### src/design/pexe_pkg.sv
// Shared types, token codes, precedence functions and sequencer states
// for the precedence expression evaluator. No dependencies.
package pexe_pkg;

  // Token kind as it arrives on the input channel (codes above KIND_END are invalid).
  typedef logic [3:0] kind_t;

  localparam kind_t KIND_NUM    = 4'd0;
  localparam kind_t KIND_LPAREN = 4'd1;
  localparam kind_t KIND_RPAREN = 4'd2;
  localparam kind_t KIND_EQ     = 4'd3;
  localparam kind_t KIND_NE     = 4'd4;
  localparam kind_t KIND_GE     = 4'd5;
  localparam kind_t KIND_GT     = 4'd6;
  localparam kind_t KIND_LE     = 4'd7;
  localparam kind_t KIND_LT     = 4'd8;
  localparam kind_t KIND_OR     = 4'd9;
  localparam kind_t KIND_AND    = 4'd10;
  localparam kind_t KIND_END    = 4'd11;

  // Completion status of one expression.
  typedef logic [1:0] status_t;

  localparam status_t STATUS_OK        = 2'd0;
  localparam status_t STATUS_OP_OVF    = 2'd1;
  localparam status_t STATUS_VAL_ERR   = 2'd2;
  localparam status_t STATUS_MALFORMED = 2'd3;

  typedef logic [3:0] prec_t;

  // Sequencer states of the shift-reduce engine.
  typedef enum logic [2:0] {
    ST_IDLE,
    ST_DECIDE,
    ST_POP,
    ST_APPLY,
    ST_FINISH
  } state_t;

  // Precedence of an operator sitting on top of the stack.
  function automatic prec_t prec_f(kind_t k);
    prec_t p;
    case (k)
      KIND_NUM, KIND_RPAREN:                      p = 4'd8;
      KIND_EQ, KIND_NE, KIND_GE, KIND_GT,
      KIND_LE, KIND_LT:                           p = 4'd6;
      KIND_OR, KIND_AND:                          p = 4'd4;
      default:                                    p = 4'd0;
    endcase
    return p;
  endfunction

  // Precedence of an incoming token.
  function automatic prec_t prec_g(kind_t k);
    prec_t p;
    case (k)
      KIND_NUM, KIND_LPAREN:                      p = 4'd7;
      KIND_EQ, KIND_NE, KIND_GE, KIND_GT,
      KIND_LE, KIND_LT:                           p = 4'd5;
      KIND_OR, KIND_AND:                          p = 4'd3;
      default:                                    p = 4'd0;
    endcase
    return p;
  endfunction

  // True for the comparison and logical operators that consume two values.
  function automatic logic is_binary(kind_t k);
    return (k > KIND_RPAREN) && (k < KIND_END);
  endfunction

endpackage

### src/design/pexe_token_if.sv
// Input channel of the evaluator: one condition token per item.
// Depends on pexe_pkg for the token kind type.
interface pexe_token_if;
  logic                  valid;
  logic                  ready;
  pexe_pkg::kind_t       token_kind;
  logic signed [31:0]    token_value;
  logic                  negate;

  modport source(output valid, token_kind, token_value, negate, input ready);
  modport sink(input valid, token_kind, token_value, negate, output ready);
endinterface

### src/design/pexe_result_if.sv
// Output channel of the evaluator: one item per completed expression.
// Depends on pexe_pkg for the status type.
interface pexe_result_if;
  logic                  valid;
  logic                  ready;
  logic signed [31:0]    result_value;
  pexe_pkg::status_t     status;

  modport source(output valid, result_value, status, input ready);
  modport sink(input valid, result_value, status, output ready);
endinterface

### src/design/pexe_ram.sv
// Generic single-port-write, single-port-read RAM with registered read data.
// No dependencies.
module pexe_ram #(
  parameter int WIDTH = 32,
  parameter int DEPTH = 16
) (
  input  logic                     clk,
  input  logic                     we,
  input  logic [$clog2(DEPTH)-1:0] waddr,
  input  logic [WIDTH-1:0]         wdata,
  input  logic [$clog2(DEPTH)-1:0] raddr,
  output logic [WIDTH-1:0]         rdata
);

  logic [WIDTH-1:0] mem [DEPTH];

  // Write port and registered read port.
  always_ff @(posedge clk) begin
    if (we) begin
      mem[waddr] <= wdata;
    end
    rdata <= mem[raddr];
  end

endmodule

### src/design/pexe_alu.sv
// Comparison and logical unit: applies one binary operator to two stack values.
// Depends on pexe_pkg for the operator codes.
module pexe_alu #(
  parameter int VALUE_WIDTH = 32
) (
  input  pexe_pkg::kind_t         op,
  input  logic [VALUE_WIDTH-1:0]  a,
  input  logic [VALUE_WIDTH-1:0]  b,
  output logic                    r
);
  import pexe_pkg::*;

  logic signed [VALUE_WIDTH-1:0] sa;
  logic signed [VALUE_WIDTH-1:0] sb;

  assign sa = $signed(a);
  assign sb = $signed(b);

  // Relational operators compare as signed values; logical ones test for nonzero.
  always_comb begin
    case (op)
      KIND_EQ: r = (a == b);
      KIND_NE: r = (a != b);
      KIND_GE: r = (sa >= sb);
      KIND_GT: r = (sa > sb);
      KIND_LE: r = (sa <= sb);
      KIND_LT: r = (sa < sb);
      KIND_OR: r = (a != '0) || (b != '0);
      default: r = (a != '0) && (b != '0);
    endcase
  end

endmodule

### src/design/precedence_expression_evaluator_unit.sv
// Top level of the precedence expression evaluator: shift-reduce sequencer
// over operator and value stacks held in RAM. Depends on pexe_pkg,
// pexe_token_if, pexe_result_if, pexe_ram and pexe_alu.
//
// Usage:
//   Tokens enter on the token channel, one item per token. Number values are
//   already resolved. Nothing comes out until the end token, which yields one
//   item on the result channel with the value and a status, after which the
//   stacks are empty for the next expression. Invalid token kinds set the
//   malformed status and produce no item.
// Sequence:
//   A token is accepted in ST_IDLE and shifted in ST_DECIDE. Each reduction
//   pops with stack reads in ST_POP, then applies and writes back in
//   ST_APPLY, as the stack RAMs have registered read data, and each run of
//   reductions returns to ST_DECIDE to compare again. The end token then
//   passes through ST_FINISH for the result.
// Reset and stalls:
//   rst clears the counts, the error latch and the result register valid.
//   Stack contents are not cleared; entries above the counts are never used.
//   A pending result does not block new tokens; only a second end token waits
//   until the receiver takes the first result.
module precedence_expression_evaluator_unit #(
  parameter int STACK_DEPTH = 16,
  parameter int VALUE_WIDTH = 32
) (
  input logic           clk,
  input logic           rst,
  pexe_token_if.sink    token,
  pexe_result_if.source result
);
  import pexe_pkg::*;

  localparam int AW = $clog2(STACK_DEPTH);
  localparam int CW = $clog2(STACK_DEPTH + 1);

  // Control state.
  state_t          state, state_next;
  logic [CW-1:0]   op_count, op_count_next;
  logic [CW-1:0]   val_count, val_count_next;
  status_t         error_seen, error_seen_next;
  logic            out_valid, out_valid_next;

  // Payload registers.
  kind_t                  kind, kind_next;
  logic [VALUE_WIDTH-1:0] val, val_next;
  kind_t                  op_top, op_top_next;
  logic [VALUE_WIDTH-1:0] val_top, val_top_next;
  kind_t                  pop_op, pop_op_next;
  logic [31:0]            out_value, out_value_next;
  status_t                out_status, out_status_next;

  // RAM ports.
  logic                   op_we;
  logic [AW-1:0]          op_waddr, op_raddr;
  kind_t                  op_wdata, op_rdata;
  logic                   val_we;
  logic [AW-1:0]          val_waddr, val_raddr;
  logic [VALUE_WIDTH-1:0] val_wdata, val_rdata;

  // Helpers.
  logic [VALUE_WIDTH-1:0]    in_value;
  logic [VALUE_WIDTH-1:0]    in_prepared;
  logic                      alu_r;
  logic [VALUE_WIDTH-1:0]    alu_value;
  prec_t                     top_f;
  prec_t                     new_top_f;
  state_t                    exit_state;
  logic [VALUE_WIDTH+31:0]   result_ext;
  logic [CW-1:0]             op_count_m2;
  logic [CW-1:0]             val_count_m2;

  pexe_ram #(.WIDTH(4), .DEPTH(STACK_DEPTH)) u_op_ram (
    .clk   (clk),
    .we    (op_we),
    .waddr (op_waddr),
    .wdata (op_wdata),
    .raddr (op_raddr),
    .rdata (op_rdata)
  );

  pexe_ram #(.WIDTH(VALUE_WIDTH), .DEPTH(STACK_DEPTH)) u_val_ram (
    .clk   (clk),
    .we    (val_we),
    .waddr (val_waddr),
    .wdata (val_wdata),
    .raddr (val_raddr),
    .rdata (val_rdata)
  );

  // The second operand comes from RAM, the top operand from its cache register.
  pexe_alu #(.VALUE_WIDTH(VALUE_WIDTH)) u_alu (
    .op (pop_op),
    .a  (val_rdata),
    .b  (val_top),
    .r  (alu_r)
  );

  // Sign-extend or truncate the incoming number, then apply the optional not.
  assign in_value    = VALUE_WIDTH'(token.token_value);
  assign in_prepared = token.negate ? {{(VALUE_WIDTH-1){1'b0}}, (in_value == '0)} : in_value;
  assign alu_value   = {{(VALUE_WIDTH-1){1'b0}}, alu_r};

  // Precedence of the current stack top, and of the entry that a pop exposes.
  assign top_f     = (op_count == '0) ? prec_f(KIND_END) : prec_f(op_top);
  assign new_top_f = (op_count == '0) ? prec_f(KIND_END) : prec_f(op_rdata);

  assign exit_state   = (kind == KIND_END) ? ST_FINISH : ST_IDLE;
  assign result_ext   = {32'd0, val_top};
  assign op_count_m2  = op_count - CW'(2);
  assign val_count_m2 = val_count - CW'(2);

  // Channel outputs.
  assign token.ready         = (state == ST_IDLE);
  assign result.valid        = out_valid;
  assign result.result_value = out_value;
  assign result.status       = out_status;

  // Sequencer: next state, stack accesses and result generation.
  // Only the reads issued in ST_POP are used, and no write happens in ST_POP, so
  // a used read never meets a write to the same entry in one cycle.
  always_comb begin
    state_next      = state;
    op_count_next   = op_count;
    val_count_next  = val_count;
    error_seen_next = error_seen;
    out_valid_next  = out_valid;
    kind_next       = kind;
    val_next        = val;
    op_top_next     = op_top;
    val_top_next    = val_top;
    pop_op_next     = pop_op;
    out_value_next  = out_value;
    out_status_next = out_status;
    op_we           = 1'b0;
    op_waddr        = op_count[AW-1:0];
    op_wdata        = kind;
    op_raddr        = op_count_m2[AW-1:0];
    val_we          = 1'b0;
    val_waddr       = val_count[AW-1:0];
    val_wdata       = val;
    val_raddr       = val_count_m2[AW-1:0];

    if (out_valid && result.ready) begin
      out_valid_next = 1'b0;
    end

    unique case (state)
      ST_IDLE: begin
        if (token.valid) begin
          kind_next = token.token_kind;
          val_next  = in_prepared;
          if (token.token_kind > KIND_END) begin
            if (error_seen == STATUS_OK) begin
              error_seen_next = STATUS_MALFORMED;
            end
          end else if (token.token_kind == KIND_END) begin
            state_next = (error_seen == STATUS_OK) ? ST_DECIDE : ST_FINISH;
          end else if (error_seen == STATUS_OK) begin
            state_next = ST_DECIDE;
          end
        end
      end

      // Compare stack top against the incoming token: shift, finish the expression or start reducing.
      ST_DECIDE: begin
        if (kind == KIND_END && op_count == '0) begin
          state_next = ST_FINISH;
        end else if (top_f <= prec_g(kind)) begin
          if (kind == KIND_END) begin
            error_seen_next = STATUS_MALFORMED;
            state_next      = ST_FINISH;
          end else if (op_count >= CW'(STACK_DEPTH)) begin
            error_seen_next = STATUS_OP_OVF;
            state_next      = exit_state;
          end else begin
            op_we         = 1'b1;
            op_top_next   = kind;
            op_count_next = op_count + CW'(1);
            if (kind == KIND_NUM) begin
              if (val_count >= CW'(STACK_DEPTH)) begin
                error_seen_next = STATUS_VAL_ERR;
              end else begin
                val_we         = 1'b1;
                val_top_next   = val;
                val_count_next = val_count + CW'(1);
              end
            end
            state_next = exit_state;
          end
        end else begin
          state_next = ST_POP;
        end
      end

      // Pop the top operator and fetch the entries below both stack tops.
      ST_POP: begin
        if (op_count == '0) begin
          error_seen_next = STATUS_MALFORMED;
          state_next      = exit_state;
        end else begin
          pop_op_next   = op_top;
          op_count_next = op_count - CW'(1);
          if (is_binary(op_top) && val_count < CW'(2)) begin
            error_seen_next = STATUS_VAL_ERR;
            state_next      = exit_state;
          end else begin
            state_next = ST_APPLY;
          end
        end
      end

      // Apply the popped operator and decide whether to keep reducing.
      ST_APPLY: begin
        op_top_next = op_rdata;
        if (is_binary(pop_op)) begin
          val_we         = 1'b1;
          val_waddr      = val_count_m2[AW-1:0];
          val_wdata      = alu_value;
          val_top_next   = alu_value;
          val_count_next = val_count - CW'(1);
        end
        state_next = (new_top_f < prec_g(pop_op)) ? ST_DECIDE : ST_POP;
      end

      // Load the result register once it is free, then clear for the next expression.
      ST_FINISH: begin
        if (!out_valid || result.ready) begin
          out_valid_next = 1'b1;
          if (error_seen != STATUS_OK) begin
            out_status_next = error_seen;
            out_value_next  = '0;
          end else if (val_count == '0) begin
            out_status_next = STATUS_VAL_ERR;
            out_value_next  = '0;
          end else if (val_count > CW'(1)) begin
            out_status_next = STATUS_MALFORMED;
            out_value_next  = '0;
          end else begin
            out_status_next = STATUS_OK;
            out_value_next  = result_ext[31:0];
          end
          op_count_next   = '0;
          val_count_next  = '0;
          error_seen_next = STATUS_OK;
          state_next      = ST_IDLE;
        end
      end

      default: begin
        state_next = ST_IDLE;
      end
    endcase
  end

  // Control registers.
  always_ff @(posedge clk) begin
    if (rst) begin
      state      <= ST_IDLE;
      op_count   <= '0;
      val_count  <= '0;
      error_seen <= STATUS_OK;
      out_valid  <= 1'b0;
    end else begin
      state      <= state_next;
      op_count   <= op_count_next;
      val_count  <= val_count_next;
      error_seen <= error_seen_next;
      out_valid  <= out_valid_next;
    end
  end

  // Payload registers.
  always_ff @(posedge clk) begin
    kind       <= kind_next;
    val        <= val_next;
    op_top     <= op_top_next;
    val_top    <= val_top_next;
    pop_op     <= pop_op_next;
    out_value  <= out_value_next;
    out_status <= out_status_next;
  end

endmodule

### src/flat_wrapper.sv
// flat-port wrapper written by rule: the top's interface ports become plain ports
module precedence_expression_evaluator_unit_flat import pexe_pkg::*;
#(
  parameter int STACK_DEPTH = 16,
  parameter int VALUE_WIDTH = 32
)
  (clk, rst, token_valid, token_token_kind, token_token_value, token_negate, token_ready, result_valid, result_result_value, result_status, result_ready);
  pexe_token_if token_i ();
  pexe_result_if result_i ();
  input logic clk;
  input logic rst;
  input wire logic [$bits(token_i.valid)-1:0] token_valid;
  input wire logic [$bits(token_i.token_kind)-1:0] token_token_kind;
  input wire logic [$bits(token_i.token_value)-1:0] token_token_value;
  input wire logic [$bits(token_i.negate)-1:0] token_negate;
  output wire logic [$bits(token_i.ready)-1:0] token_ready;
  output wire logic [$bits(result_i.valid)-1:0] result_valid;
  output wire logic [$bits(result_i.result_value)-1:0] result_result_value;
  output wire logic [$bits(result_i.status)-1:0] result_status;
  input wire logic [$bits(result_i.ready)-1:0] result_ready;
  assign token_i.valid = token_valid;
  assign token_i.token_kind = token_token_kind;
  assign token_i.token_value = token_token_value;
  assign token_i.negate = token_negate;
  assign token_ready = token_i.ready;
  assign result_valid = result_i.valid;
  assign result_result_value = result_i.result_value;
  assign result_status = result_i.status;
  assign result_i.ready = result_ready;
  precedence_expression_evaluator_unit #(.STACK_DEPTH(STACK_DEPTH), .VALUE_WIDTH(VALUE_WIDTH)) u_core (.clk(clk), .rst(rst), .token(token_i), .result(result_i));
endmodule
### config.mk
export PLATFORM = sky130hd
export DESIGN_NAME = precedence_expression_evaluator_unit_flat
export DESIGN_NICKNAME = d
export VERILOG_FILES = /design/src/design/pexe_pkg.sv /design/src/design/pexe_token_if.sv /design/src/design/pexe_result_if.sv /design/src/design/pexe_ram.sv /design/src/design/pexe_alu.sv /design/src/design/precedence_expression_evaluator_unit.sv /design/src/flat_wrapper.sv
export SDC_FILE = /design/constraint.sdc
export NUM_CORES = 1
export LEC_CHECK = 0
export BUFFER_PORTS_ARGS = -buffer_cell sky130_fd_sc_hd__buf_2
export CAP_MARGIN = 5
export CORE_ASPECT_RATIO = 2
export CORE_MARGIN = 4
export CORE_UTILIZATION = 50
export CTS_CLUSTER_SIZE = 16
export DETAILED_ROUTE_END_ITERATION = 12
export PLACE_DENSITY = 0.77
export SLEW_MARGIN = 40
export SYNTH_ARGS = -nofsm -noshare
export SYNTH_HDL_FRONTEND = slang
export SYNTH_HIERARCHICAL = 1
export SYNTH_SLANG_ARGS = --single-unit
export TNS_END_PERCENT = 5
### constraint.sdc
create_clock -name clk -period 11.7 [get_ports clk]
set_clock_uncertainty 0.1 [all_clocks]
set_input_delay 2.34 -clock clk [delete_from_list [all_inputs] [get_ports clk]]
set_output_delay 2.34 -clock clk [all_outputs]
set_load 0.01 [all_outputs]
==> results.md, run 1 <==
* Die Area at 64500 um2
* First-pass GRT wire length at 105000 um
* RD Place Congestion at 0.871
* Floorplan row count at 127
* Crit-path cells: or4_4 > nor2_1 > nor2b_1 > ha_1 > nand2_1 > o21ai_1 > nand2_1 > o41ai_2 > nand3b_1 > nor2_4 > buf_4
* Top post-synthesis cells by area: edfxtp_1 (68%), mux4_2 (9.7%), dfxtp_1 (4.1%), ha_1 (2.2%), and2_1 (2.0%)
* Total Neg Setup Slack at 0 ns
* Main synth FF type: edfxtp_1
* Share of the synthesized area in the top cell type at 68.4%
* Placed Area at 31800 um2
* Syn nets at 1763
* Max cap viols at 0
* Mapped Area at 30100 um2
* Synthesis warning total at 6
* Synth cell count leaders: edfxtp_1 (686), mux4_2 (130), and2_1 (97), nand2_1 (71), a22oi_1 (70)
* CTS max path bufs at 3
* Area Growth Syn to Fin at 12.4%
* DR DRC count at 0
* Die width at 182 um
* Worst min-delay path startpoint: u_core/error_seen[1]
* Worst Hold Path EP: u_core/error_seen[1]
* Status: completed
* Hold Crit Depth at 2
* Maximum VDD drop at 0.000152 V
* FFs w/ async S/R, synth at 0%
* Grt ovf at 0
* Clock-pin slew on the worst setup and hold paths at 0.06 ns
* Starting Density at 50.4%
* H-tree level count at 2
* Tcrit/Tclk final at 43.9%
* Iter 0 DRT Violations at 1672
* Crit path max-delay family: simple AND/OR/NAND/NOR gates
* Vias per inst at 6.14
* Critical Path RT at 11.87 ns
* Worst R2R End: u_core/u_val_ram/mem[11][11]
* Clock sinks at 747
* Cell area after layout at 33900 um2
* Die height at 355 um
* Clk_lat worst skew at 0.62 ns
* Pwr Density at 174 nW/um2
* Cell taking the most area after synthesis: edfxtp_1
* Leak Pwr at 11.4 nW
* RSZ-0062 raised after global routing: false
* Inserted Clock Buffers at 59
* Post-CTS Resized at 0
* Tmin final at 5.14 ns
* RR Startpoint: u_core/op_count[1]
* Final Max Tran Viols at 0
* Dpl cells at 2488
* ANT cells at 0
* Clock tree from TritonCTS: built
* CP max stage cell: o41ai_2
* Tightest Hold Check Type: reg2reg
* Finished Layout Cells at 2601
* Crit Path Max Fanout at 18
* Port bufs at 76
* Routed Antenna Nets at 0
* Cell variety after synth at 88
* Worst slew pin tran at 0.870 ns
* Pin count of the biggest net entering global routing at 51
* Crit-path max cell delay at 0.73 ns
* Final hold vios at 0
* WP buf/inv at 1
* Vias in the first global route at 16836
* Critical path depth at 11
* Fin nets at 1870
* Worst Hold Slack at 0.406 ns
* Via count at 15978
* Post-synth EDFFs at 686
* Total Power at 5.91 mW
* Worst Path Arrival at 5.31 ns
* # IOs at 77
* CP dominant cell by count: nand2_1
* Post-Syn Area per Cell at 18.0 um2
* Postcts setup bufs at 0
* Fraction of layout cells with a size suffix above 1 at 21.6%
* Startpoint types: register
* Placeable core area at 59700 um2
* Sequential share of the synthesized area at 72.5%
* Seq cells post-synth at 747
* Post-DR wirelength/cell at 26.7 um
* Critical path class: reg2reg
* Initial antenna violation count at 1
* Hpwl dp at 46400 um
* Worst setup EP type: register
* Worst rel slew slack at 41.5%
* CTS root buf: clkbuf_16
* GRT Overall Usage at 21.6%
* Final setup vio count at 0
* Cells after synthesis at 1669
* Max Freq at 195 MHz
* Flop2flop setup slack at 6.56 ns
* Most common cell in the netlist: edfxtp_1
* WL final at 69400 um
* Reg2Reg Depth at 11
* Fillers at 4385
* DRT Pass-1 Iters at 5
* CTS hold repair buffers at 0
-- layout make-up --
class                      instances  area [um2]  area share (%)
clock buffer                      88        1740            5.13
inverter                          57         216           0.639
tap                              774         968            2.86
clock inverter                    24         277           0.817
multi-input combinational        793        7880            23.3
sequential                       747       21800            64.5
timing repair buffer             118         948            2.80
-- worst register-to-register path, delay by kind of cell, from the launching register on --
family,cells,cell delay (ns)
AO/OA/AOI/OAI,2,1.09
buffers and inverters,1,0.44
flip-flops,1,0.43
AND/OR/NAND/NOR,7,2.41
adder cells (fa/ha/maj),1,0.30
-- where the power goes --
part	switching, mW	internal, mW	leakage [nW]
registers	0.103	3.06	6.76
clock network	0.913	1.12	0.989
logic	0.445	0.262	3.66
-- logic make-up (layout without fill, tap and decap cells) --
kind of cell	Yosys count	count (layout)	share of synthesized area (%)
buffers and inverters	129	287	1.86
adders and majority gates	53	53	2.23
DFF	747	747	72.5
and+or+nand+nor	392	392	7.26
muxes	164	164	11.6
xor gates and xnor gates	12	12	0.349
AOI/OAI and AO/OA	172	172	4.21
-- through the flow --
step	utilization (%)	worst slack (ns)
finish	56.7	6.56
global route	56.7	6.32
CTS	56.6	6.59
detailed placement	53.3	6.60
global placement	52.6	6.72
floorplan	-	5.53
-- worst max path at each step --
| stage | startpoint | end | slack [ns] |
|---|---|---|---|
| 2_1_floorplan | u_core/op_count[1] | u_core/val_top[0] | 5.53 |
| 3_3_place_gp | u_core/op_count[1] | u_core/u_val_ram/mem[3][19] | 6.72 |
| 3_5_place_dp | u_core/op_count[1] | u_core/u_val_ram/mem[11][14] | 6.60 |
| 4_1_cts | u_core/op_count[1] | u_core/u_val_ram/mem[11][10] | 6.59 |
| 5_1_grt | u_core/op_count[1] | u_core/u_val_ram/mem[11][11] | 6.32 |
| 6_report | u_core/op_count[1] | u_core/u_val_ram/mem[11][11] | 6.56 |
-- layer usage --
metal | vias to the layer above | global-route usage (%) | wire, um | share of wire (%)
li1 | 6852 | - | - | -
met1 | 8187 | 24.3 | 22800 | 33
met2 | 757 | 40.7 | 38900 | 56
met3 | 182 | 2.97 | 4570 | 6.6
met4 | 0 | 9.12 | 3260 | 4.7
met5 | - | 0 | 0 | 0
-- placed cells by master (no fill, tap or decap), types with 5 or more instances in the layout --
cell       instances
a31oi_1            7
edfxtp_1         686
mux2i_1           14
xor2_1             7
clkinv_2          10
a22oi_1           70
nand3b_1           8
nand3_1           21
clkbuf_16         60
mux4_1            14
nor4_1            24
buf_16             9
buf_8              8
a21o_1             7
nor3_2             5
a211oi_1           5
and2_1            96
nor2b_1           42
nand4_1            9
nor2_1            42
mux4_2           130
nor3_1            11
inv_1             54
dfxtp_1           60
clkbuf_8          13
ha_1              52
o21ai_0           12
buf_2             76
nand2b_1           7
a21oi_1           25
nand2_1           71
or3_1              5
mux2_2             6
nor2_4            14
clkbuf_1          15
buf_4             24
xnor2_1            5
-- registers in the layout, indices dropped and copies added (netlist names), 5 cells and up, named ones only --
name	count
u_core/val_count	5
u_core/u_op_ram/mem	64
u_core/val	32
u_core/result.result_value	32
u_core/u_val_ram/rdata	32
u_core/u_val_ram/mem	512
u_core/val_top	32
u_core/op_count	5
(Power assumes the default switching activity.)
==> run 2, diff against run 1 <==
- clock period: 11.7 -> 5 ns (I/O delays scaled with it)
==> run 2 against run 1 <==
Compared with the run above: design area shrank 0.33%; cell count is the same; setup slack lost 6.1 ns; die area is the same; register-to-register slack lost 6.1 ns; combinational power grew 150%; global-route usage grew 0.70 points.
==> results.md, run 2 (synthesis gave the netlist of run 1 again) <==
* Die width at 182 um
* Maximum VDD drop at 0.000299 V
* GRT Overall Usage at 22.3%
* Inserted Clock Buffers at 59
* Grt ovf at 0
* Fraction of layout cells with a size suffix above 1 at 21.5%
* Floorplan row count at 127
* Clock sinks at 747
* Placed Area at 31800 um2
* Leak Pwr at 11.3 nW
* Tmin final at 4.50 ns
* H-tree level count at 2
* Worst slew pin tran at 0.872 ns
* Crit-path cells: or4_4 > nor2_1 > nor2b_1 > ha_1 > a21o_1 > o21ai_1 > nand2_1 > o41ai_2 > nand3_1 > nor3_2 > buf_4
* WL final at 71700 um
* Critical Path RT at 5.14 ns
* Tcrit/Tclk final at 90.1%
* Tightest Hold Check Type: reg2reg
* Initial antenna violation count at 0
* Starting Density at 50.4%
* Crit-path max cell delay at 0.71 ns
* Post-DR wirelength/cell at 27.6 um
* Most common cell after layout, fill and taps aside: edfxtp_1
* DR DRC count at 0
* Seq pwr share at 53.6%
* RSZ-0062 raised after global routing: false
* Crit Path Max Fanout at 32
* Net Sw Frac at 24.9%
* Final setup margin at 0.497 ns
* Cell area after layout at 33700 um2
* Dpl ws at 0.553 ns
* Placeable core area at 59700 um2
* Area Growth Syn to Fin at 12.1%
* Clock tree from TritonCTS: built
* Clock-pin slew on the worst setup and hold paths at 0.07 ns
* RD Place Congestion at 0.885
* Vias in the first global route at 16821
* Fin nets at 1874
* Startpoint types: register
* Critical path class: reg2reg
* Pwr Density at 406 nW/um2
* CTS hold repair buffers at 0
* Worst Path Arrival at 4.64 ns
* Routed Antenna Nets at 0
* CP max stage cell: o41ai_2
* Vias per inst at 6.17
* Combinational power share at 12.8%
* Pin count of the biggest net entering global routing at 60
* Worst rel slew slack at 41.9%
* Worst setup EP type: register
* Post-CTS Resized at 0
* Status: completed
* Max cap viols at 0
* First-pass GRT wire length at 108000 um
* CTS root buf: clkbuf_16
* ANT cells at 0
* DRT Pass-1 Iters at 6
* Hpwl dp at 47600 um
* Port bufs at 76
* Via count at 16045
* Postcts setup bufs at 0
* Die Area at 64500 um2
* Total Neg Setup Slack at 0 ns
* Commonest cells after routing, fill and taps aside: edfxtp_1 (686), mux4_2 (130), and2_1 (96)
* CTS max path bufs at 3
* Share of power burned in the clock network at 33.6%
* Largest registers: u_core/u_val_ram/mem (512), u_core/u_op_ram/mem (64)
* Clk_lat worst skew at 0.63 ns
* Largest register FFs at 512
* # IOs at 77
* P_sw at 3.41 mW
* Cell internal pwr at 10.3 mW
* Register bank with the most flops: u_core/u_val_ram/mem
* Final hold vios at 0
* Max Freq at 222 MHz
* Final Max Tran Viols at 0
* Iter 0 DRT Violations at 1723
* Final setup vio count at 0
* Die height at 355 um
run 2: routing by layer:
metal | track usage [%] | part of all wire, % | up-vias
li1 | - | - | 6862
met2 | 41.0 | 54 | 821
met4 | 9.50 | 4.7 | 0
met5 | 0 | 0 | -
met1 | 26.1 | 33 | 8204
met3 | 2.82 | 7.5 | 158
run 2: per-stage QoR:
step	cells	hold slack [ns]	util (%)	power, mW
global placement	2487	0.374	53.1	9.12
detailed placement	2492	0.383	53.3	9.20
finish	2601	0.394	56.5	13.7
floorplan	1669	0.356	-	8.50
global route	2601	0.452	56.5	14.2
CTS	2600	0.394	56.4	13.8
run 2: path summary, 6_finish.rpt:
kind / start / endpoint / slack [ns] / depth (start not counted)
hold / removal: u_core/error_seen[1] / u_core/error_seen[1] / 0.39 / 2
hold reg to reg: u_core/error_seen[1] / u_core/error_seen[1] / 0.39 / 2
setup / recovery: u_core/op_count[2] / u_core/u_val_ram/mem[12][4] / 0.50 / 11
setup reg to reg: u_core/op_count[2] / u_core/u_val_ram/mem[12][4] / 0.50 / 11
run 2: area by class of cell:
cell class	instances	area, um2
sequential	747	21800
tap	774	968
clock buffer	86	1660
fill	4409	26000
timing repair buffer	122	940
inverter	57	216
multi-input combinational	793	7910
clock inverter	22	226
run 2: power groups by stage:
stage                     registers (mW)  clock network [mW]  logic, mW
final                               7.35                4.61       1.75
after global routing                7.36                4.93       1.88
after CTS                           7.35                4.67       1.74
after detailed placement            7.48                   0       1.72
after global placement              7.48                   0       1.63
after floorplan                     7.40                   0       1.10
run 2: worst max-delay path: cells and delay by family (launching register included):
kind,cells,cell delay [ns]
AND/OR/NAND/NOR,6,1.79
AO/OA/AOI/OAI,3,0.98
buffers and inverters,1,0.52
flip-flops,1,0.38
adder cells (fa/ha/maj),1,0.30
==> run 3, diff against run 2 <==
- ABC_AREA: default -> 1
- PLACE_DENSITY: 0.77 -> 0.66
- REMOVE_ABC_BUFFERS: default -> 1
==> run 3 against run 2 <==
Compared with the run above: register-to-register slack improved by 0.61 ns; count of clock-buffer cells in the layout fell by 5; global-route usage grew 1.2 points; power is 13% higher; via count grew 42%; sequential power grew 2%; critical path depth is 4 higher; critical endpoint is now u_core/u_val_ram/mem[7][22]; largest cell class unchanged.
==> results.md, run 3 <==
* Final setup vio count at 0
* Critical path class: reg2reg
* Floorplan row count at 134
* Tightest Hold Check Type: reg2reg
* Commonest cells after routing, fill and taps aside: nand2_1 (941), edfxtp_1 (686), inv_1 (672)
* Max cap viols at 0
* Share of power burned in the clock network at 33.7%
* Initial antenna violation count at 0
* Cell internal pwr at 11.1 mW
* Die Area at 72000 um2
* CTS root buf: clkbuf_16
* Grt ovf at 0
* Post-Syn Area per Cell at 9.90 um2
* RD Place Congestion at 0.892
* WP buf/inv at 3
* Worst rel slew slack at 40.6%
* Synthesis warning total at 6
* Iter 0 DRT Violations at 2101
* Clock-pin slew on the worst setup and hold paths at 0.06 ns
* Worst Path Arrival at 4.11 ns
* H-tree level count at 3
* Vias per inst at 5.18
* Combinational power share at 18.0%
* Tcrit/Tclk final at 77.8%
* Worst Hold Path EP: u_core/pop_op[3]
* Hold Crit Depth at 0
* Port bufs at 76
* RSZ-0062 raised after global routing: false
* Max Freq at 257 MHz
* Worst slew pin tran at 0.890 ns
* Crit-path cells: nor2_2 > nand3_4 > nand2_1 > inv_1 > ha_1 > nand2_1 > inv_1 > o21ai_1 > nand2_2 > o21ai_2 > nand2_2 > nor2_2 > nand3b_1 > nor2_4 > buf_12
* Seq cells post-synth at 747
* Worst min-delay path startpoint: u_core/op_top[3]
* Worst R2R End: u_core/u_val_ram/mem[7][22]
* Final hold vios at 0
* Die height at 375 um
* Pin count of the biggest net entering global routing at 129
* Largest registers: u_core/u_val_ram/mem (512), u_core/u_op_ram/mem (64)
* Via count at 22743
* Clock sinks at 747
* Flop2flop setup slack at 1.11 ns
* CP max stage cell: nor2_4
* Post-DR wirelength/cell at 19.2 um
* Clk_lat worst skew at 0.62 ns
* DR DRC count at 0
* # IOs at 77
* Fin nets at 3553
* GRT Overall Usage at 23.5%
* Register bank with the most flops: u_core/u_val_ram/mem
* Placeable core area at 66900 um2
* Leak Pwr at 16.3 nW
* Top post-synthesis cells by area: edfxtp_1 (61%), nand2_1 (10%), inv_1 (7.5%), nand3_1 (7.0%), dfxtp_1 (3.6%)
* Reg2Reg Depth at 15
* Crit path max-delay family: simple AND/OR/NAND/NOR gates
* Fraction of layout cells with a size suffix above 1 at 8.27%
* Vias in the first global route at 22316
* Cell variety after synth at 43
* Clock tree from TritonCTS: built
* RR Startpoint: u_core/op_count[2]
* P_sw at 4.49 mW
* Inserted Clock Buffers at 66
* Net Sw Frac at 28.9%
* Die width at 192 um
* Most common cell in the netlist: nand2_1
* Worst setup EP type: register
* Total Power at 15.5 mW
* CTS hold repair buffers at 0
* Sequential share of the synthesized area at 64.7%
* Crit Path Max Fanout at 18
* Postcts setup bufs at 0
* Post-synth EDFFs at 686
* Hpwl dp at 56600 um
* DRT Pass-1 Iters at 6
* Status: completed
* CTS max path bufs at 3
* Tmin final at 3.89 ns
* Pwr Density at 418 nW/um2
* Final setup margin at 1.11 ns
* Routed Antenna Nets at 0
* Final Max Tran Viols at 0
* Seq pwr share at 48.2%
* Maximum VDD drop at 0.000282 V
* Synth cell count leaders: nand2_1 (941), edfxtp_1 (686), inv_1 (678), nand3_1 (473), nor2_1 (186)
* ANT cells at 0
* Critical Path RT at 5.21 ns
* FFs w/ async S/R, synth at 0%
* Fillers at 5779
* Dpl ws at 1.17 ns
* WL final at 84300 um
* Startpoint types: register
* Most common cell after layout, fill and taps aside: nand2_1
* Starting Density at 50.4%
* Cell taking the most area after synthesis: edfxtp_1
* First-pass GRT wire length at 128000 um
* Area Growth Syn to Fin at 10.1%
* Post-CTS Resized at 0
* Main synth FF type: edfxtp_1
* Share of the synthesized area in the top cell type at 61.0%
* Largest register FFs at 512
* Mapped Area at 33700 um2
* Crit-path max cell delay at 0.58 ns
* Cells after synthesis at 3408
-- run 3: logic make-up (layout without fill, tap and decap cells) --
| family | count (synthesis) | in the layout | synth area share (%) |
|---|---|---|---|
| AOI/OAI and AO/OA | 91 | 91 | 1.51 |
| xor gates and xnor gates | 8 | 8 | 0.208 |
| adders and majority gates | 53 | 53 | 1.99 |
| buffers and inverters | 827 | 926 | 10.4 |
| DFF | 747 | 747 | 64.7 |
| and+or+nand+nor | 1682 | 1682 | 21.3 |
-- run 3: metrics by stage --
stage / area, um2 / std cells / setup TNS [ns] / hold WS [ns] / utilization (%)
after detailed placement: 34900 / 4275 / 0 / 0.379 / 52.2
after floorplan: 32900 / 3277 / -1001.61 / 0.350 / -
after global routing: 37100 / 4391 / 0 / 0.401 / 55.5
after global placement: 34900 / 4272 / 0 / 0.362 / 52.1
after CTS: 37100 / 4391 / 0 / 0.391 / 55.5
final: 37100 / 4391 / 0 / 0.385 / 55.5
-- run 3: per-layer routing --
layer  vias to the layer above  global-route usage, %  wire (um)  part of all wire [%]
met3                       147                   3.60       5260                   6.2
met2                       748                   43.1      45100                    54
met4                         0                   8.31       2950                   3.5
met1                     10871                   27.7      30900                    37
li1                      10977                      -          -                     -
met5                         -                      0          0                     0
-- run 3: cell type report --
type / instances / area (um2) / share of cell area [%]
clock inverters: 35 / 395 / 1.06
inverters: 696 / 2640 / 7.09
well taps: 884 / 1110 / 2.98
clock buffers: 81 / 1800 / 4.85
multi-input cells: 1834 / 8590 / 23.1
repair buffers: 114 / 797 / 2.15
flip-flops and latches: 747 / 21800 / 58.8
-- run 3: worst max-delay path by stage --
stage | startpoint | end | slack [ns] | cells after the start
6_report | u_core/op_count[2] | u_core/u_val_ram/mem[7][22] | 1.11 | 15
4_1_cts | u_core/op_count[2] | u_core/u_val_ram/mem[7][22] | 1.14 | 15
5_1_grt | u_core/op_count[2] | u_core/u_val_ram/mem[7][21] | 0.90 | 15
3_5_place_dp | u_core/op_count[2] | u_core/u_val_ram/mem[7][22] | 1.17 | 15
3_3_place_gp | u_core/op_count[2] | u_core/u_val_ram/mem[7][22] | 1.17 | 15
2_1_floorplan | u_core/val_count[0] | u_core/u_val_ram/rdata[30] | -3.10 | 6
-- run 3: worst register-to-register path, cell delays in order, from the launching register on --
cell	delay, ns
dfxtp_1	0.37
nor2_2	0.22
nand3_4	0.18
nand2_1	0.11
inv_1	0.04
ha_1	0.28
nand2_1	0.06
inv_1	0.03
o21ai_1	0.20
nand2_2	0.15
o21ai_2	0.17
nand2_2	0.17
nor2_2	0.30
nand3b_1	0.37
nor2_4	0.58
buf_12	0.24
-- run 3: power groups by stage --
stage	logic [mW]	clock network, mW	registers (mW)
3_5_place_dp	2.79	0	7.64
4_1_cts	2.80	5.34	7.50
3_3_place_gp	2.73	0	7.64
6_report	2.80	5.25	7.50
2_1_floorplan	1.80	0	7.56
5_1_grt	3.13	5.59	7.52
